## config.mk

```make
export PLATFORM = sky130hd
export DESIGN_NAME = target_centering_p_controller
export DESIGN_NICKNAME = d
export VERILOG_FILES = /design/src/tcpc_pkg.sv /design/src/target_centering_p_controller.sv /design/src/tcpc_front.sv /design/src/tcpc_queue.sv /design/src/tcpc_back.sv
export VERILOG_INCLUDE_DIRS = /design/src /design/src/src
export SDC_FILE = /design/constraint.sdc
export NUM_CORES = 1
export LEC_CHECK = 0
export BUFFER_PORTS_ARGS = -buffer_cell sky130_fd_sc_hd__buf_2
export CAP_MARGIN = 20
export CORE_MARGIN = 4
export CORE_UTILIZATION = 60
export DETAILED_ROUTE_END_ITERATION = 10
export PLACE_DENSITY = 0.81
export SLEW_MARGIN = 30
export SYNTH_ARGS = -nofsm -noshare
export SYNTH_HDL_FRONTEND = slang
export SYNTH_HIERARCHICAL = 1
export SYNTH_SLANG_ARGS = --single-unit
```

## constraint.sdc

```tcl
create_clock -name aclk -period 16.8 [get_ports aclk]
set_clock_uncertainty 0.15 [all_clocks]
set_input_delay 0.84 -clock aclk [delete_from_list [all_inputs] [get_ports aclk]]
set_output_delay 0.84 -clock aclk [all_outputs]
set_load 0.02 [all_outputs]
```

## src/target_centering_p_controller_assert.svh

```systemverilog
// Assertion macros used by the target centering controller back end.
`ifndef TARGET_CENTERING_P_CONTROLLER_ASSERT_SVH
`define TARGET_CENTERING_P_CONTROLLER_ASSERT_SVH

// Implication checked in the same cycle, disabled while reset is asserted.
`define TCPC_ASSERT_NOW(label, clk, rstn, ante, cons) \
    label: assert property (@(posedge clk) disable iff (!(rstn)) (ante) |-> (cons)) \
        else $error("tcpc assertion failed");

// Implication checked in the next cycle, disabled while reset is asserted.
`define TCPC_ASSERT_NEXT(label, clk, rstn, ante, cons) \
    label: assert property (@(posedge clk) disable iff (!(rstn)) (ante) |=> (cons)) \
        else $error("tcpc assertion failed");

`endif

```

## src/tcpc_pkg.sv

```systemverilog
`timescale 1ns / 1ps

package tcpc_pkg;

    // Confidence of exactly one in Q1.10.
    localparam logic [10:0] CONF_ONE = 11'd1024;

    // Depth of the frame record queue between front and back end.
    localparam int QUEUE_DEPTH = 4;
    localparam int QUEUE_PTR_W = $clog2(QUEUE_DEPTH);

    // Configuration register indexes.
    localparam logic [2:0] CFG_TARGET_CLASS   = 3'd0;
    localparam logic [2:0] CFG_MIN_CONFIDENCE = 3'd1;
    localparam logic [2:0] CFG_GAIN           = 3'd2;
    localparam logic [2:0] CFG_TOLERANCE      = 3'd3;
    localparam logic [2:0] CFG_HOLD_COUNT     = 3'd4;
    localparam logic [2:0] CFG_COMMAND_LIMIT  = 3'd5;
    localparam logic [2:0] CFG_IMAGE_WIDTH    = 3'd6;

    // Register values after reset.
    localparam logic [7:0]  RST_TARGET_CLASS   = 8'd0;
    localparam logic [10:0] RST_MIN_CONFIDENCE = 11'd307;
    localparam logic [15:0] RST_GAIN           = 16'd1311;
    localparam logic [15:0] RST_TOLERANCE      = 16'd128;
    localparam logic [15:0] RST_HOLD_COUNT     = 16'd10;
    localparam logic [14:0] RST_COMMAND_LIMIT  = 15'd2560;
    localparam logic [11:0] RST_IMAGE_WIDTH    = 12'd0;

    typedef enum logic [2:0] {
        ST_NO_WIDTH  = 3'd0,
        ST_NO_DET    = 3'd1,
        ST_NO_MATCH  = 3'd2,
        ST_TRACKING  = 3'd3,
        ST_SUCCESS   = 3'd4
    } status_t;

    typedef struct packed {
        logic [7:0]  target_class;
        logic [10:0] min_confidence;
        logic [15:0] gain;
        logic [15:0] tolerance;
        logic [15:0] hold_count;
        logic [14:0] command_limit;
        logic [11:0] image_width;
    } cfg_t;

    typedef struct packed {
        logic        frame_empty;
        logic [7:0]  class_id;
        logic [10:0] confidence;
        logic [15:0] center_x;
        logic        last_in_frame;
    } det_in_t;

    typedef struct packed {
        status_t            status;
        logic               centred;
        logic [15:0]        best_center_x;
        logic [10:0]        top_confidence;
        logic signed [15:0] yaw_command;
    } result_t;

    // One finished frame as handed from the front end to the back end.
    typedef struct packed {
        logic        empty_marker;
        logic        have_best;
        logic [10:0] top_conf;
        logic [15:0] best_x;
    } frame_rec_t;

endpackage

```

## src/target_centering_p_controller.sv

```systemverilog
`timescale 1ns / 1ps

// Target centering yaw controller. One detection transaction is accepted per
// clock cycle on the s_ channel while the record queue has room; a frame ends
// at an item with last_in_frame or frame_empty set, and each frame end produces
// exactly one result transaction on the m_ channel once its record has passed
// through the record queue and the output register. The front end filters
// detections and tracks the most confident match of the frame; completed
// frames pass through a four-entry record queue to the back end, whose multiply
// and clamp stage gives one result per cycle while m_ready is high; input stalls
// once four records queue behind a stalled result. Configuration registers are
// written through cfg_wr_en, cfg_addr and cfg_wr_data; the user must write them
// only while no transaction is in flight, and the block does not enforce this.

module target_centering_p_controller
    import tcpc_pkg::*;
(
    input  logic        aclk,
    input  logic        aresetn,
    input  logic        cfg_wr_en,
    input  logic [2:0]  cfg_addr,
    input  logic [15:0] cfg_wr_data,
    input  logic        s_valid,
    output logic        s_ready,
    input  det_in_t     s_data,
    output logic        m_valid,
    input  logic        m_ready,
    output result_t     m_data
);

    cfg_t       cfg_reg, cfg_next;
    logic       in_fire;
    logic       rec_push;
    frame_rec_t rec_push_data;
    logic       rec_pop;
    logic       q_full;
    logic       q_not_empty;
    frame_rec_t q_head;

    // Configuration register file.
    always_comb begin
        cfg_next = cfg_reg;
        if (cfg_wr_en) begin
            unique case (cfg_addr)
                CFG_TARGET_CLASS:   cfg_next.target_class   = cfg_wr_data[7:0];
                CFG_MIN_CONFIDENCE: cfg_next.min_confidence = cfg_wr_data[10:0];
                CFG_GAIN:           cfg_next.gain           = cfg_wr_data;
                CFG_TOLERANCE:      cfg_next.tolerance      = cfg_wr_data;
                CFG_HOLD_COUNT:     cfg_next.hold_count     = cfg_wr_data;
                CFG_COMMAND_LIMIT:  cfg_next.command_limit  = cfg_wr_data[14:0];
                CFG_IMAGE_WIDTH:    cfg_next.image_width    = cfg_wr_data[11:0];
                default:            cfg_next = cfg_reg;
            endcase
        end
    end

    always_ff @(posedge aclk) begin
        if (!aresetn) begin
            cfg_reg.target_class   <= RST_TARGET_CLASS;
            cfg_reg.min_confidence <= RST_MIN_CONFIDENCE;
            cfg_reg.gain           <= RST_GAIN;
            cfg_reg.tolerance      <= RST_TOLERANCE;
            cfg_reg.hold_count     <= RST_HOLD_COUNT;
            cfg_reg.command_limit  <= RST_COMMAND_LIMIT;
            cfg_reg.image_width    <= RST_IMAGE_WIDTH;
        end else begin
            cfg_reg <= cfg_next;
        end
    end

    // Input handshake: accept while the record queue has room.
    assign s_ready = !q_full;
    assign in_fire = s_valid && s_ready;

    tcpc_front u_front (
        .aclk     (aclk),
        .aresetn  (aresetn),
        .cfg      (cfg_reg),
        .in_fire  (in_fire),
        .in_det   (s_data),
        .rec_push (rec_push),
        .rec_data (rec_push_data)
    );

    tcpc_queue u_queue (
        .aclk      (aclk),
        .aresetn   (aresetn),
        .push      (rec_push),
        .push_data (rec_push_data),
        .pop       (rec_pop),
        .full      (q_full),
        .not_empty (q_not_empty),
        .head      (q_head)
    );

    tcpc_back u_back (
        .aclk      (aclk),
        .aresetn   (aresetn),
        .cfg       (cfg_reg),
        .rec_valid (q_not_empty),
        .rec       (q_head),
        .rec_pop   (rec_pop),
        .m_valid   (m_valid),
        .m_ready   (m_ready),
        .m_data    (m_data)
    );

endmodule

```

## src/tcpc_front.sv

```systemverilog
`timescale 1ns / 1ps

module tcpc_front
    import tcpc_pkg::*;
(
    input  logic       aclk,
    input  logic       aresetn,
    input  cfg_t       cfg,
    input  logic       in_fire,
    input  det_in_t    in_det,
    output logic       rec_push,
    output frame_rec_t rec_data
);

    logic        have_best_reg, have_best_next;
    logic [10:0] top_conf_reg, top_conf_next;
    logic [15:0] best_x_reg, best_x_next;
    logic [10:0] min_eff;
    logic        match;
    logic        take;
    logic        frame_end;

    // Filter the detection and decide whether it beats the running best.
    always_comb begin
        min_eff   = (cfg.min_confidence > CONF_ONE) ? CONF_ONE : cfg.min_confidence;
        match     = (in_det.class_id == cfg.target_class) && (in_det.confidence >= min_eff);
        take      = match && (!have_best_reg || (in_det.confidence > top_conf_reg));
        frame_end = in_det.frame_empty || in_det.last_in_frame;
    end

    // Frame record including the current detection.
    always_comb begin
        rec_push              = in_fire && frame_end;
        rec_data.empty_marker = in_det.frame_empty;
        rec_data.have_best    = have_best_reg || take;
        rec_data.top_conf     = take ? in_det.confidence : top_conf_reg;
        rec_data.best_x       = take ? in_det.center_x : best_x_reg;
    end

    // Running best: cleared at every frame end, updated otherwise.
    always_comb begin
        have_best_next = have_best_reg;
        top_conf_next  = top_conf_reg;
        best_x_next    = best_x_reg;
        if (in_fire) begin
            if (frame_end) begin
                have_best_next = 1'b0;
                top_conf_next  = '0;
                best_x_next    = '0;
            end else if (take) begin
                have_best_next = 1'b1;
                top_conf_next  = in_det.confidence;
                best_x_next    = in_det.center_x;
            end
        end
    end

    always_ff @(posedge aclk) begin
        if (!aresetn) begin
            have_best_reg <= 1'b0;
            top_conf_reg  <= '0;
            best_x_reg    <= '0;
        end else begin
            have_best_reg <= have_best_next;
            top_conf_reg  <= top_conf_next;
            best_x_reg    <= best_x_next;
        end
    end

endmodule

```

## src/tcpc_queue.sv

```systemverilog
`timescale 1ns / 1ps

module tcpc_queue
    import tcpc_pkg::*;
(
    input  logic       aclk,
    input  logic       aresetn,
    input  logic       push,
    input  frame_rec_t push_data,
    input  logic       pop,
    output logic       full,
    output logic       not_empty,
    output frame_rec_t head
);

    frame_rec_t                 entries_reg [QUEUE_DEPTH];
    logic [QUEUE_PTR_W-1:0]     wr_ptr_reg, wr_ptr_next;
    logic [QUEUE_PTR_W-1:0]     rd_ptr_reg, rd_ptr_next;
    logic [QUEUE_PTR_W:0]       count_reg, count_next;

    // Status flags and head entry.
    always_comb begin
        full      = (count_reg == (QUEUE_PTR_W+1)'(QUEUE_DEPTH));
        not_empty = (count_reg != '0);
        head      = entries_reg[rd_ptr_reg];
    end

    // Pointer and occupancy update.
    always_comb begin
        wr_ptr_next = push ? wr_ptr_reg + 1'b1 : wr_ptr_reg;
        rd_ptr_next = pop ? rd_ptr_reg + 1'b1 : rd_ptr_reg;
        count_next  = count_reg;
        if (push && !pop) begin
            count_next = count_reg + 1'b1;
        end else if (pop && !push) begin
            count_next = count_reg - 1'b1;
        end
    end

    always_ff @(posedge aclk) begin
        if (!aresetn) begin
            wr_ptr_reg <= '0;
            rd_ptr_reg <= '0;
            count_reg  <= '0;
        end else begin
            wr_ptr_reg <= wr_ptr_next;
            rd_ptr_reg <= rd_ptr_next;
            count_reg  <= count_next;
        end
    end

    always_ff @(posedge aclk) begin
        if (push) begin
            entries_reg[wr_ptr_reg] <= push_data;
        end
    end

endmodule

```

## src/tcpc_back.sv

```systemverilog
`timescale 1ns / 1ps

module tcpc_back
    import tcpc_pkg::*;
(
    input  logic       aclk,
    input  logic       aresetn,
    input  cfg_t       cfg,
    input  logic       rec_valid,
    input  frame_rec_t rec,
    output logic       rec_pop,
    output logic       m_valid,
    input  logic       m_ready,
    output result_t    m_data
);

    `include "target_centering_p_controller_assert.svh"

    logic               out_valid_reg, out_valid_next;
    result_t            out_reg, out_next;
    logic [15:0]        stable_reg, stable_next;
    logic signed [17:0] err;
    logic signed [17:0] neg_err;
    logic [16:0]        abs_err;
    logic signed [34:0] product;
    logic signed [22:0] cmd_full;
    logic signed [22:0] lim;
    logic signed [22:0] cmd_clamped;
    logic               centred;
    logic [15:0]        stable_inc;
    logic [15:0]        hold_eff;

    // Error from image centre, command and clamp.
    always_comb begin
        err      = $signed({2'b00, rec.best_x}) - $signed({3'b000, cfg.image_width, 3'b000});
        neg_err  = -err;
        abs_err  = err[17] ? 17'(neg_err) : 17'(err);
        product  = $signed({1'b0, cfg.gain}) * neg_err;
        cmd_full = 23'(product >>> 12);
        lim      = $signed({8'b0, cfg.command_limit});
        if (cmd_full > lim) begin
            cmd_clamped = lim;
        end else if (cmd_full < -lim) begin
            cmd_clamped = -lim;
        end else begin
            cmd_clamped = cmd_full;
        end
        centred    = ({1'b0, abs_err} <= {2'b00, cfg.tolerance});
        stable_inc = (stable_reg == 16'hFFFF) ? stable_reg : stable_reg + 16'd1;
        hold_eff   = (cfg.hold_count == '0) ? 16'd1 : cfg.hold_count;
    end

    // Take a frame record whenever the output register is free or draining.
    always_comb begin
        rec_pop        = rec_valid && (!out_valid_reg || m_ready);
        out_valid_next = out_valid_reg;
        out_next       = out_reg;
        stable_next    = stable_reg;
        if (out_valid_reg && m_ready) begin
            out_valid_next = 1'b0;
        end
        if (rec_pop) begin
            out_valid_next          = 1'b1;
            out_next.centred        = 1'b0;
            out_next.best_center_x  = '0;
            out_next.top_confidence = '0;
            out_next.yaw_command    = '0;
            stable_next             = '0;
            if (rec.empty_marker) begin
                out_next.status = (cfg.image_width == '0) ? ST_NO_WIDTH : ST_NO_DET;
            end else if (cfg.image_width == '0) begin
                out_next.status = ST_NO_WIDTH;
            end else if (!rec.have_best) begin
                out_next.status = ST_NO_MATCH;
            end else begin
                out_next.centred        = centred;
                out_next.best_center_x  = rec.best_x;
                out_next.top_confidence = rec.top_conf;
                if (centred && (stable_inc >= hold_eff)) begin
                    out_next.status = ST_SUCCESS;
                end else begin
                    out_next.status      = ST_TRACKING;
                    out_next.yaw_command = 16'(cmd_clamped);
                    stable_next          = centred ? stable_inc : '0;
                end
            end
        end
    end

    always_ff @(posedge aclk) begin
        if (!aresetn) begin
            out_valid_reg <= 1'b0;
            stable_reg    <= '0;
        end else begin
            out_valid_reg <= out_valid_next;
            stable_reg    <= stable_next;
        end
    end

    always_ff @(posedge aclk) begin
        out_reg <= out_next;
    end

    assign m_valid = out_valid_reg;
    assign m_data  = out_reg;

    // A success result carries a zero command and a centred target.
    `TCPC_ASSERT_NOW(a_success_zero_cmd, aclk, aresetn,
        out_valid_reg && (out_reg.status == ST_SUCCESS),
        (out_reg.yaw_command == '0) && out_reg.centred)

    // Idle results carry no detection and no command.
    `TCPC_ASSERT_NOW(a_idle_zeroed, aclk, aresetn,
        out_valid_reg && ((out_reg.status == ST_NO_WIDTH) ||
        (out_reg.status == ST_NO_DET) || (out_reg.status == ST_NO_MATCH)),
        (out_reg.yaw_command == '0) && (out_reg.best_center_x == '0) && !out_reg.centred)

    // Any idle result clears the centred frame counter.
    `TCPC_ASSERT_NEXT(a_idle_clears_count, aclk, aresetn,
        rec_pop && (rec.empty_marker || !rec.have_best),
        stable_reg == '0)

endmodule
```

=== Yosys cells after proc, flatten, opt, wreduce, memory -nomap -nowiden ===
Memory sizes are Yosys's and may differ from the RTL's. A register that Yosys moved wholly into a read port is not among the register bits.
Index checks and enable logic that the tools add are counted.

* $mul: 1
* $lt $le $gt $ge: 7
* Divide/modulo/power cells: 0
* Shift-type cells: 0
* $add $sub $neg: 8
* Bitwise logic cells: 1
* Eq/ne operators: 9
* Reduce and logical (&&, ||, !) cells: 36
* Mux-type cells: 30

{| class="wikitable"
|+ Operator list
! kind !! count
|-
| 16-bit two-way mux || 10
|-
| 17-bit by 18-bit multiplier with 35-bit output || 1
|-
| 11-bit two-way mux || 3
|-
| 23-bit by 16-bit greater-than comparator with 1-bit output || 1
|-
| 23-bit < comparator || 1
|-
| 15-bit negation with 23-bit output || 1
|-
| 3-bit two-way mux || 6
|-
| 17-bit negation with 18-bit output || 1
|-
| 17-bit by 16-bit less-or-equal comparator with 1-bit output || 1
|-
| 17-bit two-way mux || 1
|-
| 16-bit by 15-bit subtractor with 17-bit output || 1
|-
| 16-bit by 1-bit adder with 16-bit output, second input constant || 1
|-
| 16-bit equality test, second input constant || 1
|-
| 16-bit >= comparator || 1
|-
| 16-bit zero test || 1
|-
| 2-bit AND reduction || 8
|-
| 15-bit two-way mux || 1
|-
| 3-bit equality test, second input constant || 4
|-
| 12-bit zero test || 1
|-
| 11-bit >= comparator || 1
|-
| 11-bit greater-than comparator || 1
|-
| 11-bit greater-than comparator, second input constant || 1
|-
| 1-bit logical AND || 9
|-
| 8-bit equality test || 1
|-
| other kinds (16) || 34
|}

* Bits in latches: 0
* RAM bits: 116
* Memory bits (read-only): 0
* Memories kept: 1
* Flip-flop bits (word level): 193
* Bits of input ports: 61

{| class="wikitable"
|+ Memory list
! memory !! depth !! width !! rd ports !! clocked after memory_dff !! wr ports !! line !! RTL
|-
| u_queue.entries_reg || 4 || 29 || 1 || 1 || 1 || tcpc_queue.sv:16 || <nowiki>frame_rec_t entries_reg [QUEUE_DEPTH];</nowiki>
|}

=== Depth between registers and ports, before layout ===
Gate-level depths: netlist of the first run.

* Depth after elaboration: 9
* Depth in mapped cells: 50

=== By module ===
Netlist of the first run, hierarchy kept.

{| class="wikitable"
|+ Modules (own cells, without submodules)
! module !! cells an instance !! sequential area each (sq um) !! times used !! area an instance (sq um)
|-
| tcpc_back || 2059 || 1751.7 || 1 || 17748.3
|-
| tcpc_queue || 194 || 3663.5 || 1 || 4639.4
|-
| target_centering_p_controller || 347 || 1881.8 || 1 || 3595.9
|-
| tcpc_front || 242 || 560.5 || 1 || 2155.8
|}

=== Least setup slack after synthesis of the first run ===
No wires, ideal clock.

* Path type: register to register
* Start: register with a tool-made name
* End: register u_back.out_reg, in the netlist u_back/m_data[10] (data pin)
* Setup slack: 5.778 ns
* Data required time: 16.386 ns
* Stages on the path, launching flop included: 44
* Period minus slack after synthesis: 11.022 ns
* Buffers on the path: 6
* Setup time: 0.264 ns
* Arrival time: 10.608 ns
* Cell sequence: dfxtp_1 > buf_6 > mux4_2 > ha_1 > nor2b_1 > o21ai_1 > a21boi_1 > o21ai_1 > a21oi_1 > or3_1 > a2111o_1 > nor3_4 > and4b_1 > a21oi_1 > clkbuf_1 > and2_1 > fa_1 > fa_1 > [8 not listed] > ha_1 > buf_2 > a21oi_1 > o21ai_1 > a221o_1 > a221o_1 > and2_4 > nor3_2 > o21ba_2 > xnor2_1 > ha_1 > clkbuf_1 > clkinv_1 > nand2_1 > o21ai_4 > buf_2 > a31oi_1 > o32ai_1

{| class="wikitable"
|+ RTL lines
! what !! line !! RTL
|-
| to (signal assigned) || tcpc_back.sv:101 || <nowiki>out_reg <= out_next;</nowiki>
|-
| to (decl) || tcpc_back.sv:20 || <nowiki>result_t out_reg, out_next;</nowiki>
|}

==> impl_metrics.env, run 1 <==
export IMPL_synth_main_ff_cell="edfxtp_1"
export IMPL_dpl_hpwl_microns=55760
export IMPL_via_per_inst=5.949
export IMPL_status="completed"
export IMPL_largest_reg_flops=116
export IMPL_ant_nets=0
export IMPL_die_y_microns=224.6
export IMPL_rsz0062_at_grt="false"
export IMPL_critPathArrivalTime_ns=13.96
export IMPL_drc=0
export IMPL_grt_pass1_vias=22066
export IMPL_hold_buffers=0
export IMPL_synth_area_per_cell_sq_um=9.901
export IMPL_io_pin_count=110
export IMPL_cp_data_required_time_ns=16.99
export IMPL_dr_pass1_iters=5
export IMPL_criticalPathCategory="flip-flop to flip-flop"
export IMPL_avgRoutedWirePerCell_microns=21.18
export IMPL_placed_area_sq_um=29220
export IMPL_grt_usage_pct=29.68
export IMPL_cap_violations=0
export IMPL_final_area_sq_um=30420
export IMPL_die_width_microns=224.6
export IMPL_netlist_area_sq_um=28140
export IMPL_synth_edf_count=163
export IMPL_grt_max_degree=95
export IMPL_crit_slowest_cell="dfxtp_1"
export IMPL_max_freq_mhz=72.62
export IMPL_placedCellCount=3466
export IMPL_drt_wl_total_microns=74690
export IMPL_nNetsFinal=3437
export IMPL_setup_violations=0
export IMPL_hp_class="flip-flop to flip-flop"
export IMPL_instances_no_fill=3526
export IMPL_hold_viol_final=0
export IMPL_crit_fanout=18
export IMPL_maxSlewViolCount=0
export IMPL_syn_inst=2842
export IMPL_cts_sinks=311
export IMPL_ys_warn_count=6
export IMPL_cts_buffers=31
export IMPL_max_slew_margin_pct=33.83
export IMPL_tritoncts="built"
export IMPL_worst_pin_slew_ns=0.9926
export IMPL_core_rowCount=79
export IMPL_cts_repair_resized=0
export IMPL_coreArea_sq_um=46460
export IMPL_clock_path_buffers=3
export IMPL_critPathMostFrequentCell="fa_1"
export IMPL_fin_crit_ns=13.77
export IMPL_htreeDepth=1
export IMPL_cts_root_buf="clkbuf_16"
export IMPL_drt_first_iter_violations=1729
export IMPL_num_fill_cells=3476
export IMPL_max_stage_delay_ns=0.77
export IMPL_postCtsSetupRepairBufs=0
export IMPL_antenna_found_initial=1
export IMPL_gp_congestion=0.9905
export IMPL_synth_fp_nets=3386
export IMPL_ys_seq_area_share_pct=27.92
export IMPL_clk_latency_ns=0.59
export IMPL_path_clk_slew_ns=0.08
export IMPL_overflow=0
export IMPL_startpoint_type="flip-flop"
export IMPL_syn_to_final_growth_pct=8.101
export IMPL_fin_crit_sh_pct=81.97
export IMPL_ys_async_sr_fraction_pct=0
export IMPL_worstSetupEndpointType="flip-flop"
export IMPL_initial_utilization_pct=60.57
export IMPL_grt_first_pass_wirelength_microns=119500
export IMPL_ys_ff_latch=311
export IMPL_vias=20976
export IMPL_finalSetupTns_ns=0
export IMPL_die_area_sq_um=50430
export IMPL_drive_gt1_share_pct=10.56
export IMPL_synth_cell_type_count=95
export IMPL_io_buffers=109
export IMPL_regToRegSetupSlack_ns=3.03
## worst max-delay path: cells and delay by family (launching register included)
kind                       cells  cell delay [ns]
DFF                            1             0.77
AOI/OAI and AO/OA             10             2.14
xor gates and xnor gates       2             1.00
adders and majority gates     11             4.98
buffers and inverters          6             0.64
muxes                          2             0.52
and+or+nand+nor               12             3.26
## layer usage
metal  share of wire, %  vias up  global-route usage (%)
met3                7.7      172                   4.646
met5                  0        -                       0
li1                   -     9418                       -
met2                 49      914                   49.78
met1                 40    10472                   40.42
met4                3.1        0                   8.794
## worst paths after layout
| path | start | endpoint | cells past startpoint |
|---|---|---|---|
| setup / recovery | flip-flop | u_back/m_data[3]$_SDFFCE_PP0P_ | 43 |
| hold / removal | cfg_reg[45]$_SDFFE_PN0P_ | cfg_reg[45]$_SDFFE_PN0P_ | 2 |
| setup reg to reg | flip-flop | u_back/m_data[3]$_SDFFCE_PP0P_ | 43 |
| hold reg to reg | cfg_reg[45]$_SDFFE_PN0P_ | cfg_reg[45]$_SDFFE_PN0P_ | 2 |
## synthesized netlist by cell type (21+ instances only)
cell | number | area, sq um
and2_1 | 156 | 975.9
nand3_1 | 27 | 135.1
a211oi_1 | 21 | 157.7
mux2i_1 | 128 | 1281
nor3_1 | 29 | 145.1
xor2_1 | 32 | 280.3
nor2_1 | 71 | 266.5
fa_1 | 287 | 5746
and3_1 | 41 | 256.5
inv_1 | 471 | 1768
edfxtp_1 | 163 | 4895
nand2_1 | 371 | 1393
nor2b_1 | 68 | 425.4
xnor2_1 | 73 | 639.4
o21ai_0 | 40 | 200.2
dfxtp_1 | 148 | 2963
ha_1 | 196 | 2452
a21oi_1 | 65 | 325.3
clkbuf_1 | 73 | 274.0
buf_2 | 22 | 110.1
mux4_2 | 28 | 630.6
mux2_2 | 28 | 315.3
nand4_1 | 27 | 168.9
## through the flow
stage | setup WS [ns] | util [%] | hold slack (ns)
after floorplan | 5.778 | - | 0.2813
after global routing | 2.309 | 65.48 | 0.3188
after global placement | 3.485 | 62.75 | 0.2889
after detailed placement | 3.214 | 62.89 | 0.2986
final | 3.029 | 65.48 | 0.3120
after CTS | 3.245 | 65.31 | 0.3101
## layout by cell type, fill, tap and decap left out, types with 21 or more instances in the layout
cell       count
inv_1        471
nand2_1      371
fa_1         287
ha_1         196
edfxtp_1     163
and2_1       151
dfxtp_1      147
mux2i_1      128
buf_2        108
nor2_1        71
nor2b_1       68
xnor2_1       65
a21oi_1       65
and3_1        41
o21ai_0       40
clkbuf_16     32
nor3_1        29
xor2_1        28
mux2_2        28
mux4_2        28
nand3_1       27
nand4_1       27
buf_4         24
a211oi_1      21
## area by class of cell
type	count	area, sq um	area share, %
clock inverters	19	271.5	0.8926
diodes	1	2.502	0.008226
repair buffers	133	732.0	2.406
inverters	476	1787	5.874
well taps	607	759.5	2.497
clock buffers	39	853.3	2.805
multi-input cells	1940	18150	59.67
flip-flops and latches	311	7861	25.84
## cells by family (layout without fill, tap and decap cells)
kind of cell               Yosys count  count (layout)  synth area share, %
and+or+nand+nor                    871             871                15.68
buffers and inverters              591             667                8.448
adders and majority gates          488             488                29.31
DFF                                311             311                27.92
AOI/OAI and AO/OA                  290             290                7.301
muxes                              185             185                8.008
xor gates and xnor gates           106             106                3.326
other                                0               1                    0
Power of run 1 is not shown: default switching activity piles up to over one toggle a cycle in this logic, so the estimate is an artifact.
==> run 2, diff against run 1 <==
==> constraint.sdc (replaced) <==
create_clock -name aclk -period 12.8 [get_ports aclk]
set_clock_uncertainty 0.15 [all_clocks]
set_input_delay 0.64 -clock aclk [delete_from_list [all_inputs] [get_ports aclk]]
set_output_delay 0.64 -clock aclk [all_outputs]
set_load 0.02 [all_outputs]
==> run 2 against run 1 <==
  * Non-clock buffer count increased by 15
  * Critical path depth unchanged
  * First-iteration DRC count decreased by 1.3%
==> impl_metrics.env, run 2 (synthesis gave the netlist of run 1 again) <==
export IMPL_status="completed"
export IMPL_multiInputGateArea_sq_um=18060
export IMPL_hp_class="primary input to flip-flop"
export IMPL_criticalPathCategory="flip-flop to flip-flop"
export IMPL_crit_slowest_cell="mux4_2"
export IMPL_reg2reg_to="u_back/m_data[7]$_SDFFCE_PP0P_"
export IMPL_cp_endpoint="u_back/m_data[7]$_SDFFCE_PP0P_"
export IMPL_die_area_sq_um=50430
export IMPL_num_fill_cells=3568
export IMPL_hold_viol_final=0
export IMPL_cp_data_required_time_ns=13.03
export IMPL_grt_pass1_vias=22333
export IMPL_dr_pass1_iters=5
export IMPL_htreeDepth=1
export IMPL_clock_path_buffers=3
export IMPL_largest_reg_flops=116
export IMPL_grt_max_degree=78
export IMPL_regArea_sq_um=7859
export IMPL_place_ws_ns=0.4627
export IMPL_drt_first_iter_violations=1706
export IMPL_max_stage_delay_ns=0.56
export IMPL_via_per_inst=5.930
export IMPL_cap_violations=0
export IMPL_startpoint_type="flip-flop"
export IMPL_worstSetupEndpointType="flip-flop"
export IMPL_fin_crit_sh_pct=96.04
export IMPL_clk_latency_ns=0.58
export IMPL_post_route_util_pct=65.33
export IMPL_antenna_found_initial=3
export IMPL_initial_utilization_pct=60.57
export IMPL_critPathArrivalTime_ns=12.53
export IMPL_crit_family="adder cells"
export IMPL_die_width_microns=224.6
export IMPL_worst_path_buf_inv=6
export IMPL_drt_wl_total_microns=73740
export IMPL_path_clk_slew_ns=0.07
export IMPL_avgRoutedWirePerCell_microns=20.84
export IMPL_cts_sinks=311
export IMPL_instances_no_fill=3539
export IMPL_nNetsFinal=3451
export IMPL_drc=0
export IMPL_drive_gt1_share_pct=10.71
export IMPL_grt_usage_pct=29.22
export IMPL_reg2reg_depth=43
export IMPL_hold_buffers=0
export IMPL_whs_ns=0.1589
export IMPL_core_rowCount=79
export IMPL_maxSlewViolCount=0
export IMPL_io_buffers=109
export IMPL_crit_fanout=16
export IMPL_die_y_microns=224.6
export IMPL_gp_congestion=0.9867
export IMPL_coreArea_sq_um=46460
export IMPL_mostFrequentLayoutCell="inv_1"
export IMPL_vias=20986
export IMPL_ant_nets=0
export IMPL_dpl_hpwl_microns=55400
export IMPL_critPathMostFrequentCell="fa_1"
export IMPL_regToRegSetupSlack_ns=0.51
export IMPL_grt_first_pass_wirelength_microns=117800
export IMPL_io_pin_count=110
export IMPL_layout_common_cells="inv_1, nand2_1, fa_1"
export IMPL_setup_violations=0
export IMPL_max_slew_margin_pct=31.76
export IMPL_overflow=0
export IMPL_cts_root_buf="clkbuf_16"
export IMPL_syn_to_final_growth_pct=7.852
export IMPL_placedCellCount=3480
export IMPL_tritoncts="built"
export IMPL_cts_buffers=30
export IMPL_worst_pin_slew_ns=1.018
export IMPL_worst_slack_ns=0.5064
export IMPL_fin_crit_ns=12.29
export IMPL_max_freq_mhz=81.34
export IMPL_path_depth=43
[run 2: cell types whose count changed in the layout (fill, tap and decap cells not counted), sizes merged]
cell,change
clkinv,+1
bufinv,-2
clkbuf,+1
inv,-1
buf,+15
clkinvlp,-1
[run 2: worst register-to-register path, delay by kind of cell (launching register included)]
kind,cells,cell delay (ns)
simple gates,10,2.19
xor+xnor,2,0.71
buf+inv,6,0.69
mux,1,0.57
compound gates,15,3.31
fa+ha+maj,9,4.09
flops,1,0.40
[run 2: what timing repair did]
| item | 4_1_cts | 5_1_grt |
|---|---|---|
| endpoints found under the setup margin | 0 | 16 |
| gates resized for setup | 0 | 13 |
| setup buffers | 0 | 2 |
[run 2: worst min path at each step]
stage | endpoint | from | slack, ns | cells past startpoint
6_report | u_front/best_x_reg[5]$_SDFFE_PN0P_ | s_data[6] | 0.16 | 3
5_1_grt | u_front/best_x_reg[0]$_SDFFE_PN0P_ | s_data[1] | 0.16 | 3
4_1_cts | u_front/best_x_reg[5]$_SDFFE_PN0P_ | s_data[6] | 0.14 | 3
3_5_place_dp | u_front/best_x_reg[8]$_SDFFE_PN0P_ | u_front/best_x_reg[8]$_SDFFE_PN0P_ | 0.30 | 2
3_3_place_gp | u_front/best_x_reg[6]$_SDFFE_PN0P_ | u_front/best_x_reg[6]$_SDFFE_PN0P_ | 0.29 | 2
2_1_floorplan | u_front/best_x_reg[0]$_SDFFE_PN0P_ | u_front/best_x_reg[0]$_SDFFE_PN0P_ | 0.28 | 2
[run 2: final cells by class]
class                           instances  area share [%]
Inverter                              476           5.887
Timing Repair Buffer                  148           2.824
Multi-Input combinational cell       1940           59.49
Clock buffer                           40           2.733
Clock inverter                         16          0.6555
Sequential cell                       311           25.89
Tap cell                              607           2.502
Antenna cell                            1        0.008245
[run 2: routing by layer]
layer	track usage [%]	wire [microns]	vias to the layer above
li1	-	-	9459
met3	5.625	6090	188
met2	48.83	35540	956
met1	38.78	29490	10381
met4	9.684	2599	2
met5	0	13	-
[run 2: through the flow]
stage / instance area (sq um) / TNS [ns]
floorplan: 28140 / 0
global placement: 29170 / 0
detailed placement: 29190 / 0
CTS: 30220 / 0
global route: 30350 / -0.004209
finish: 30350 / 0
Power of run 2 is left out for the same reason.
